===== config.mk =====
export PLATFORM = sky130hd
export DESIGN_NAME = lru_assoc_tag_store_top_flat
export DESIGN_NICKNAME = d
export VERILOG_FILES = /design/src/lats_pkg.sv /design/src/lats_if.sv /design/src/lats_lookup.sv /design/src/lats_counters.sv /design/src/lru_assoc_tag_store_top.sv /design/src/flat_wrapper.sv
export VERILOG_INCLUDE_DIRS = /design/src /design/src/src
export SDC_FILE = /design/constraint.sdc
export NUM_CORES = 1
export LEC_CHECK = 0
export BUFFER_PORTS_ARGS = -buffer_cell sky130_fd_sc_hd__buf_4
export CORE_MARGIN = 2
export CORE_UTILIZATION = 55
export DETAILED_ROUTE_END_ITERATION = 12
export PLACE_DENSITY = 0.76
export SLEW_MARGIN = 20
export SYNTH_ARGS = -nofsm -noshare
export SYNTH_HDL_FRONTEND = slang
export SYNTH_SLANG_ARGS = --single-unit
export TNS_END_PERCENT = 10

===== constraint.sdc =====
create_clock -name clk_i -period 7.25 [get_ports clk_i]
set_input_delay 0.725 -clock clk_i [delete_from_list [all_inputs] [get_ports clk_i]]
set_output_delay 0.725 -clock clk_i [all_outputs]
set_load 0.01 [all_outputs]

===== src/lru_assoc_tag_store_top_macros.svh =====
// ----------------------------------------------------------------------------
// Assertion macros for the LRU tag store
// Shared concurrent assertion forms, clocked on clk_i and held off in reset.
// ----------------------------------------------------------------------------
`ifndef LRU_ASSOC_TAG_STORE_TOP_MACROS_SVH
`define LRU_ASSOC_TAG_STORE_TOP_MACROS_SVH

// Check that the consequent holds in the same cycle as the antecedent
`define LATS_ASSERT_SAME(label, ante, cons) \
  label: assert property (@(posedge clk_i) disable iff (!rst_ni) (ante) |-> (cons)) \
    else $error("lats: same-cycle check failed");

// Check that the consequent holds in the cycle after the antecedent
`define LATS_ASSERT_NEXT(label, ante, cons) \
  label: assert property (@(posedge clk_i) disable iff (!rst_ni) (ante) |=> (cons)) \
    else $error("lats: next-cycle check failed");

`endif


===== src/lats_pkg.sv =====
// ----------------------------------------------------------------------------
// LRU tag store package
// Sizes, shared types and outcome codes of the fully associative tag store.
// ----------------------------------------------------------------------------
`timescale 1ns / 1ps

package lats_pkg;

  // Geometry
  localparam int ENTRIES     = 4;
  localparam int BLOCK_BYTES = 16;
  localparam int ADDR_WIDTH  = 32;
  localparam int COUNT_W     = 32;

  // Derived widths
  localparam int ADDR_IN_W = 32;
  localparam int OFFSET_W  = $clog2(BLOCK_BYTES);
  localparam int TAG_W     = ADDR_WIDTH - OFFSET_W;
  localparam int WAY_W     = $clog2(ENTRIES);
  localparam int RANK_W    = $clog2(ENTRIES);

  typedef logic [TAG_W-1:0]   tag_t;
  typedef logic [WAY_W-1:0]   way_t;
  typedef logic [RANK_W-1:0]  rank_t;
  typedef logic [COUNT_W-1:0] count_t;

  // Result codes of one access
  typedef enum logic [1:0] {
    OUTC_HIT        = 2'd0,
    OUTC_COMPULSORY = 2'd1,
    OUTC_CAPACITY   = 2'd2
  } outcome_e;

  // Lookup decision for one access
  typedef struct packed {
    logic     hit;
    logic     fill;
    way_t     way;
    outcome_e outcome;
  } lookup_t;

  // Counter increment requests
  typedef struct packed {
    logic hit;
    logic compulsory;
    logic capacity;
  } cnt_inc_t;

endpackage


===== src/lats_if.sv =====
// ----------------------------------------------------------------------------
// LRU tag store channels
// Access request channel and result channel with valid/ready handshake.
// ----------------------------------------------------------------------------
`timescale 1ns / 1ps

interface lats_in_if;
  import lats_pkg::*;

  logic                 valid;
  logic                 ready;
  logic [ADDR_IN_W-1:0] address;
  logic                 final_access;

  modport source (output valid, output address, output final_access, input ready);
  modport sink   (input valid, input address, input final_access, output ready);
endinterface

interface lats_out_if;
  import lats_pkg::*;

  logic     valid;
  logic     ready;
  outcome_e outcome;
  way_t     way;
  count_t   hit_total;
  count_t   compulsory_total;
  count_t   capacity_total;
  logic     final_result;

  modport source (output valid, output outcome, output way, output hit_total,
                  output compulsory_total, output capacity_total, output final_result,
                  input ready);
  modport sink   (input valid, input outcome, input way, input hit_total,
                  input compulsory_total, input capacity_total, input final_result,
                  output ready);
endinterface


===== src/lats_lookup.sv =====
// ----------------------------------------------------------------------------
// LRU tag store lookup
// Parallel tag compare, way choice and next recency ranks for one access.
// ----------------------------------------------------------------------------
`timescale 1ns / 1ps

module lats_lookup (
  input  lats_pkg::tag_t  tag_i,
  input  logic            valid_i  [lats_pkg::ENTRIES],
  input  lats_pkg::tag_t  etag_i   [lats_pkg::ENTRIES],
  input  lats_pkg::rank_t rank_i   [lats_pkg::ENTRIES],
  output lats_pkg::lookup_t res_o,
  output logic            valid_d_o [lats_pkg::ENTRIES],
  output lats_pkg::rank_t rank_d_o  [lats_pkg::ENTRIES]
);
  import lats_pkg::*;

  logic [ENTRIES-1:0] hit_vec;
  logic [ENTRIES-1:0] free_vec;
  logic [ENTRIES-1:0] old_vec;
  way_t               hit_idx;
  way_t               free_idx;
  way_t               old_idx;
  way_t               sel_way;
  logic               any_hit;
  logic               any_free;

  // Compare tags and flag free and oldest entries
  always_comb begin
    for (int j = 0; j < ENTRIES; j++) begin
      hit_vec[j]  = valid_i[j] && (etag_i[j] == tag_i);
      free_vec[j] = !valid_i[j];
      old_vec[j]  = rank_i[j] == rank_t'(ENTRIES - 1);
    end
  end

  // Pick the lowest-numbered entry of each kind
  always_comb begin
    hit_idx  = '0;
    free_idx = '0;
    old_idx  = '0;
    for (int j = ENTRIES - 1; j >= 0; j--) begin
      if (hit_vec[j])  hit_idx  = way_t'(j);
      if (free_vec[j]) free_idx = way_t'(j);
      if (old_vec[j])  old_idx  = way_t'(j);
    end
  end

  assign any_hit  = |hit_vec;
  assign any_free = |free_vec;

  // Decide outcome and way
  always_comb begin
    res_o.hit  = any_hit;
    res_o.fill = !any_hit && any_free;
    if (any_hit) begin
      sel_way       = hit_idx;
      res_o.outcome = OUTC_HIT;
    end else if (any_free) begin
      sel_way       = free_idx;
      res_o.outcome = OUTC_COMPULSORY;
    end else begin
      sel_way       = old_idx;
      res_o.outcome = OUTC_CAPACITY;
    end
    res_o.way = sel_way;
  end

  // Age entries newer than the touched one (every valid one on a fill), make the touched one most recent
  always_comb begin
    for (int j = 0; j < ENTRIES; j++) begin
      if (way_t'(j) == sel_way) begin
        rank_d_o[j]  = '0;
        valid_d_o[j] = 1'b1;
      end else begin
        valid_d_o[j] = valid_i[j];
        if (valid_i[j] && (res_o.fill || (rank_i[j] < rank_i[sel_way]))) begin
          rank_d_o[j] = rank_i[j] + rank_t'(1);
        end else begin
          rank_d_o[j] = rank_i[j];
        end
      end
    end
  end

endmodule


===== src/lats_counters.sv =====
// ----------------------------------------------------------------------------
// LRU tag store counters
// Saturating totals of hits, compulsory misses and capacity misses.
// ----------------------------------------------------------------------------
`timescale 1ns / 1ps

module lats_counters (
  input  logic               clk_i,
  input  logic               rst_ni,
  input  lats_pkg::cnt_inc_t inc_i,
  output lats_pkg::count_t   hit_o,
  output lats_pkg::count_t   compulsory_o,
  output lats_pkg::count_t   capacity_o
);
  import lats_pkg::*;

  count_t hit_q, hit_d;
  count_t comp_q, comp_d;
  count_t cap_q, cap_d;

  // Advance each requested counter, hold at all ones
  always_comb begin
    hit_d  = hit_q;
    comp_d = comp_q;
    cap_d  = cap_q;
    if (inc_i.hit && (hit_q != '1))         hit_d  = hit_q + count_t'(1);
    if (inc_i.compulsory && (comp_q != '1)) comp_d = comp_q + count_t'(1);
    if (inc_i.capacity && (cap_q != '1))    cap_d  = cap_q + count_t'(1);
  end

  always_ff @(posedge clk_i or negedge rst_ni) begin
    if (!rst_ni) begin
      hit_q  <= '0;
      comp_q <= '0;
      cap_q  <= '0;
    end else begin
      hit_q  <= hit_d;
      comp_q <= comp_d;
      cap_q  <= cap_d;
    end
  end

  assign hit_o        = hit_q;
  assign compulsory_o = comp_q;
  assign capacity_o   = cap_q;

endmodule


===== src/lru_assoc_tag_store_top.sv =====
// An accepted transaction is held in the input register, and its result in the
//   result register; the tag compare and rank update sit between them.
// Throughput: one transaction per cycle unless the result channel stalls.
// Reset clears entry valid bits, recency ranks, totals and both stage valids;
//   stored tags are not cleared and are read only behind their valid bits.
// ----------------------------------------------------------------------------
// LRU tag store top level
// Fully associative tag store with least-recently-used replacement.
// ----------------------------------------------------------------------------
`timescale 1ns / 1ps
`include "lru_assoc_tag_store_top_macros.svh"

module lru_assoc_tag_store_top (
  input  logic       clk_i,
  input  logic       rst_ni,
  lats_in_if.sink    in_i,
  lats_out_if.source out_o
);
  import lats_pkg::*;

  // Input stage
  logic                 in_valid_q;
  logic [ADDR_IN_W-1:0] in_addr_q;
  logic                 in_final_q;

  // Result stage
  logic     out_valid_q;
  outcome_e out_outcome_q;
  way_t     out_way_q;
  logic     out_final_q;

  // Entry state
  logic  valid_q [ENTRIES];
  rank_t rank_q  [ENTRIES];
  tag_t  tag_q   [ENTRIES];
  logic  valid_d [ENTRIES];
  rank_t rank_d  [ENTRIES];

  lookup_t  look;
  cnt_inc_t inc;
  tag_t     acc_tag;
  logic     proc_fire;
  logic     in_fire;
  logic     all_valid;
  logic [ENTRIES-1:0] valid_vec;
  logic [ENTRIES-1:0] oldest_vec;

  // Handshake control
  assign proc_fire = in_valid_q && (!out_valid_q || out_o.ready);
  assign in_i.ready = !in_valid_q || proc_fire;
  assign in_fire    = in_i.valid && in_i.ready;

  // Drop the block offset
  assign acc_tag = in_addr_q[ADDR_WIDTH-1:OFFSET_W];

  lats_lookup u_lookup (
    .tag_i     (acc_tag),
    .valid_i   (valid_q),
    .etag_i    (tag_q),
    .rank_i    (rank_q),
    .res_o     (look),
    .valid_d_o (valid_d),
    .rank_d_o  (rank_d)
  );

  // Request the counter for this outcome
  always_comb begin
    inc.hit        = proc_fire && (look.outcome == OUTC_HIT);
    inc.compulsory = proc_fire && (look.outcome == OUTC_COMPULSORY);
    inc.capacity   = proc_fire && (look.outcome == OUTC_CAPACITY);
  end

  lats_counters u_counters (
    .clk_i        (clk_i),
    .rst_ni       (rst_ni),
    .inc_i        (inc),
    .hit_o        (out_o.hit_total),
    .compulsory_o (out_o.compulsory_total),
    .capacity_o   (out_o.capacity_total)
  );

  // Control state: stage valids, entry valids and ranks
  always_ff @(posedge clk_i or negedge rst_ni) begin
    if (!rst_ni) begin
      in_valid_q  <= 1'b0;
      out_valid_q <= 1'b0;
      for (int j = 0; j < ENTRIES; j++) begin
        valid_q[j] <= 1'b0;
        rank_q[j]  <= '0;
      end
    end else begin
      if (in_i.ready) begin
        in_valid_q <= in_i.valid;
      end
      if (proc_fire) begin
        out_valid_q <= 1'b1;
        for (int j = 0; j < ENTRIES; j++) begin
          valid_q[j] <= valid_d[j];
          rank_q[j]  <= rank_d[j];
        end
      end else if (out_o.ready) begin
        out_valid_q <= 1'b0;
      end
    end
  end

  // Payload registers and tag store
  always_ff @(posedge clk_i) begin
    if (in_fire) begin
      in_addr_q  <= in_i.address;
      in_final_q <= in_i.final_access;
    end
    if (proc_fire) begin
      out_outcome_q <= look.outcome;
      out_way_q     <= look.way;
      out_final_q   <= in_final_q;
      if (!look.hit) begin
        tag_q[look.way] <= acc_tag;
      end
    end
  end

  assign out_o.valid        = out_valid_q;
  assign out_o.outcome      = out_outcome_q;
  assign out_o.way          = out_way_q;
  assign out_o.final_result = out_final_q;

  // Flatten state for checks
  always_comb begin
    for (int j = 0; j < ENTRIES; j++) begin
      valid_vec[j]  = valid_q[j];
      oldest_vec[j] = valid_q[j] && (rank_q[j] == rank_t'(ENTRIES - 1));
    end
  end
  assign all_valid = &valid_vec;

  `LATS_ASSERT_SAME(a_full_one_oldest, all_valid, $onehot(oldest_vec))
  `LATS_ASSERT_NEXT(a_valid_only_grows, 1'b1, (valid_vec & $past(valid_vec)) == $past(valid_vec))
  `LATS_ASSERT_SAME(a_capacity_only_full, proc_fire && (look.outcome == OUTC_CAPACITY), all_valid)
  `LATS_ASSERT_SAME(a_result_rises_on_fire, $rose(out_valid_q), $past(proc_fire))

endmodule

===== src/flat_wrapper.sv =====
// flat-port wrapper written by rule: the top's interface ports become plain ports
module lru_assoc_tag_store_top_flat import lats_pkg::*;
  (clk_i, rst_ni, in_i_valid, in_i_address, in_i_final_access, in_i_ready, out_o_valid, out_o_outcome, out_o_way, out_o_hit_total, out_o_compulsory_total, out_o_capacity_total, out_o_final_result, out_o_ready);
  lats_in_if in_i_i ();
  lats_out_if out_o_i ();
  input  logic clk_i;
  input  logic rst_ni;
  input wire logic [$bits(in_i_i.valid)-1:0] in_i_valid;
  input wire logic [$bits(in_i_i.address)-1:0] in_i_address;
  input wire logic [$bits(in_i_i.final_access)-1:0] in_i_final_access;
  output wire logic [$bits(in_i_i.ready)-1:0] in_i_ready;
  output wire logic [$bits(out_o_i.valid)-1:0] out_o_valid;
  output wire logic [$bits(out_o_i.outcome)-1:0] out_o_outcome;
  output wire logic [$bits(out_o_i.way)-1:0] out_o_way;
  output wire logic [$bits(out_o_i.hit_total)-1:0] out_o_hit_total;
  output wire logic [$bits(out_o_i.compulsory_total)-1:0] out_o_compulsory_total;
  output wire logic [$bits(out_o_i.capacity_total)-1:0] out_o_capacity_total;
  output wire logic [$bits(out_o_i.final_result)-1:0] out_o_final_result;
  input wire logic [$bits(out_o_i.ready)-1:0] out_o_ready;
  assign in_i_i.valid = in_i_valid;
  assign in_i_i.address = in_i_address;
  assign in_i_i.final_access = in_i_final_access;
  assign in_i_ready = in_i_i.ready;
  assign out_o_valid = out_o_i.valid;
  assign out_o_outcome = out_o_i.outcome;
  assign out_o_way = out_o_i.way;
  assign out_o_hit_total = out_o_i.hit_total;
  assign out_o_compulsory_total = out_o_i.compulsory_total;
  assign out_o_capacity_total = out_o_i.capacity_total;
  assign out_o_final_result = out_o_i.final_result;
  assign out_o_i.ready = out_o_ready;
  lru_assoc_tag_store_top u_core (.clk_i(clk_i), .rst_ni(rst_ni), .in_i(in_i_i), .out_o(out_o_i));
endmodule

==> flow_summary.ini <==
[floorplanning]
die_h_um = 148
ios = 140
rows = 52
die_w_um = 148
core_um2 = 20400
start_util_pct = 56.4
fp.dieArea_um2 = 22000

[cells_and_area]
final_common_cell = xnor2_1
seq_area_um2 = 7140
drive_gt1_share_pct = 21.2
multiInputGateArea_um2 = 4150
fill_cells = 1502
final_cells = 1315
n_antenna_cell = 0
most-common-layout-cells = 147 x xnor2_1, 146 x edfxtp_1, 141 x buf_4
fin_nets = 1068
final_area_um2 = 13700
area_growth_pct = 19.0
final_util_pct = 67.1

[timing]
drv_slew = 0
period_share_pct = 52.5
timing.hold.ws_ps = 205
tightest_slew_ps = 755
period_needed_ps = 3800
finClkSkew_ps = 10.9
relSlewSlack_pct = 49.7
rsz0062_at_grt = no
setup-violations-final = 0
tns_ps = 0
finalHoldViolCount = 0
fmax_ghz = 0.263

[grt]
grt_max_degree = 61
overflow = 0
grt_pass1_wl_um = 37800
grt_usage_pct = 21.7
antenna_found_initial = 0
first_global_vias = 7155

[clock_network]
cts_sinks = 256
cts_buffer_depth = 3
cts_hold_buf = 0
cts_root_buf = clkbuf_16
clk_pin_slew_ps = 60
htreeDepth = 1
cts_resized = 0
tritoncts = built
postCtsSetupBuffers = 0
clk_latency_ps = 550
cts-buffers-inserted = 27

[route]
drt_iter0_drc = 480
ant_nets = 0
via_count = 7291
wl_um = 23900
drtPass1Iterations = 5
drc = 0
wl_per_cell_um = 18.2
vias_per_cell = 5.54

[critical_path]
cp.arrival_ps = 4270
start_kind = flop
r2r_end = u_core.rank_q[1]
reg2reg_from = u_core.in_addr_q[10]
rrSetupSlack_ps = 3450
endpoint_kind = flop
rr_worst_depth = 11
crit_required_ps = 7720
path_class = reg2reg
path_max_fanout = 8

[logic_synthesis]
postSynthAreaPerCell_um2 = 13.1
syn_inst = 873
synth_seq_cells = 256
synth-main-ff-cell = edfxtp_1
synthesis.area_um2 = 11500
synthArstFlopShare_pct = 43.0
yosysUniqueCellTypes = 69
synth_edf_count = 146
syn_nets = 917
yosys_warnings = 0
yosysSeqAreaShare_pct = 62.2

[placed_design]
dpl.cell_count = 1265
placedInstanceArea_um2 = 12800
gp_routability_congestion = 0.870
portBuffers = 135
hpwl_um = 16600

[worst_hold_path]
hold_class = in2async

[run]
maxCapViolCount = 0

[status]
outcome = finished, final reports clean

[pwr]
irDropWorstVdd_mv = 0.220
power_per_cell_area_nw_per_um2 = 325
p_leak_nw = 5.55
==> synthesized netlist by cell type, types with 3 or more instances <==
master    instances  area share (%)
and2_1            5            0.27
nor4_1           15            0.82
and4_1            9            0.69
xnor2_2           5            0.71
nor2_1           46             1.5
dfrtp_1         110              24
nor3_2            3            0.26
buf_2            12            0.52
nor3_1           13            0.57
nand2b_1          8            0.44
mux2i_1          10            0.87
nor4_2            3            0.33
o21ai_0           5            0.22
nand4_1          62             3.4
xnor2_1         147              11
nand3_1          44             1.9
edfxtp_1        146              38
and3_1           15            0.82
clkbuf_1          4            0.13
inv_1            29            0.95
ha_1              7            0.76
or2_2             5            0.27
xor2_1           52             4.0
nand2_1          62             2.0
==> registers in the layout, summed over array words and instances, names as in the netlist, 2 cells and up <==
register and cells:
u_core.tag_q 112, u_core.u_counters.capacity_o 32, u_core.u_counters.compulsory_o 32, u_core.u_counters.hit_o 32, u_core.in_addr_q 28, u_core.rank_q 8, u_core.valid_q 4, u_core.out_o.outcome 2
u_core.out_o.way 2
==> per-layer routing <==
metal / routed length (µm) / part of all wire (%) / track usage (%)
met5: 0 / 0 / 0
met3: 1320 / 5.5 / 3.80
met1: 10800 / 45 / 31.0
met4: 451 / 1.9 / 5.48
met2: 11300 / 47 / 35.2
==> cells by family after synthesis <==
| family | count (synthesis) | share of synthesized area (%) |
|---|---|---|
| AOI/OAI and AO/OA | 28 | 2.23 |
| DFF | 256 | 62.2 |
| buffers and inverters | 48 | 1.83 |
| adders and majority gates | 7 | 0.763 |
| and+or+nand+nor | 316 | 15.7 |
| muxes | 13 | 1.20 |
| xor gates and xnor gates | 205 | 16.1 |
==> power by group <==
group	switching, mW	internal [mW]
sequential	0.184	1.85
combinational	0.611	0.436
clock	0.565	0.796
==> cell type report <==
type | instances | share of cell area (%)
sequential | 256 | 52.2
multi-input combinational | 569 | 30.4
timing repair buffer | 141 | 7.75
clock buffer | 33 | 5.11
tap | 270 | 2.47
clock inverter | 17 | 1.26
inverter | 29 | 0.797
==> worst max-delay path: stages (launching register included) <==
cell,delay (ps)
edfxtp_1,590
xnor2_1,440
nand3_1,140
nor4_1,570
nand2_2,250
nand2b_1,280
and2_2,250
inv_1,120
nand2_1,200
o32ai_1,100
o311ai_1,510
mux2i_1,270
==> worst max-delay path by stage <==
stage | from | endpoint | slack [ps] | depth (start not counted)
after floorplan | u_core.in_addr_q[30] | u_core.tag_q[56] | 2830 | 9
after detailed placement | u_core.in_addr_q[10] | u_core.rank_q[1] | 3570 | 11
after global routing | u_core.in_addr_q[10] | u_core.rank_q[1] | 3220 | 11
final | u_core.in_addr_q[10] | u_core.rank_q[1] | 3450 | 11
after CTS | u_core.in_addr_q[10] | u_core.rank_q[1] | 3570 | 11
after global placement | u_core.in_addr_q[22] | u_core.rank_q[5] | 3650 | 10
==> stage by stage <==
| stage | worst slack (ps) | total power, mW |
|---|---|---|
| 6_report | 3450 | 4.44 |
| 3_5_place_dp | 3570 | 3.10 |
| 3_3_place_gp | 3650 | 3.07 |
| 2_1_floorplan | 2830 | 2.78 |
| 4_1_cts | 3570 | 4.47 |
| 5_1_grt | 3220 | 4.66 |
Note: power is estimated with default switching activity, not from simulation.
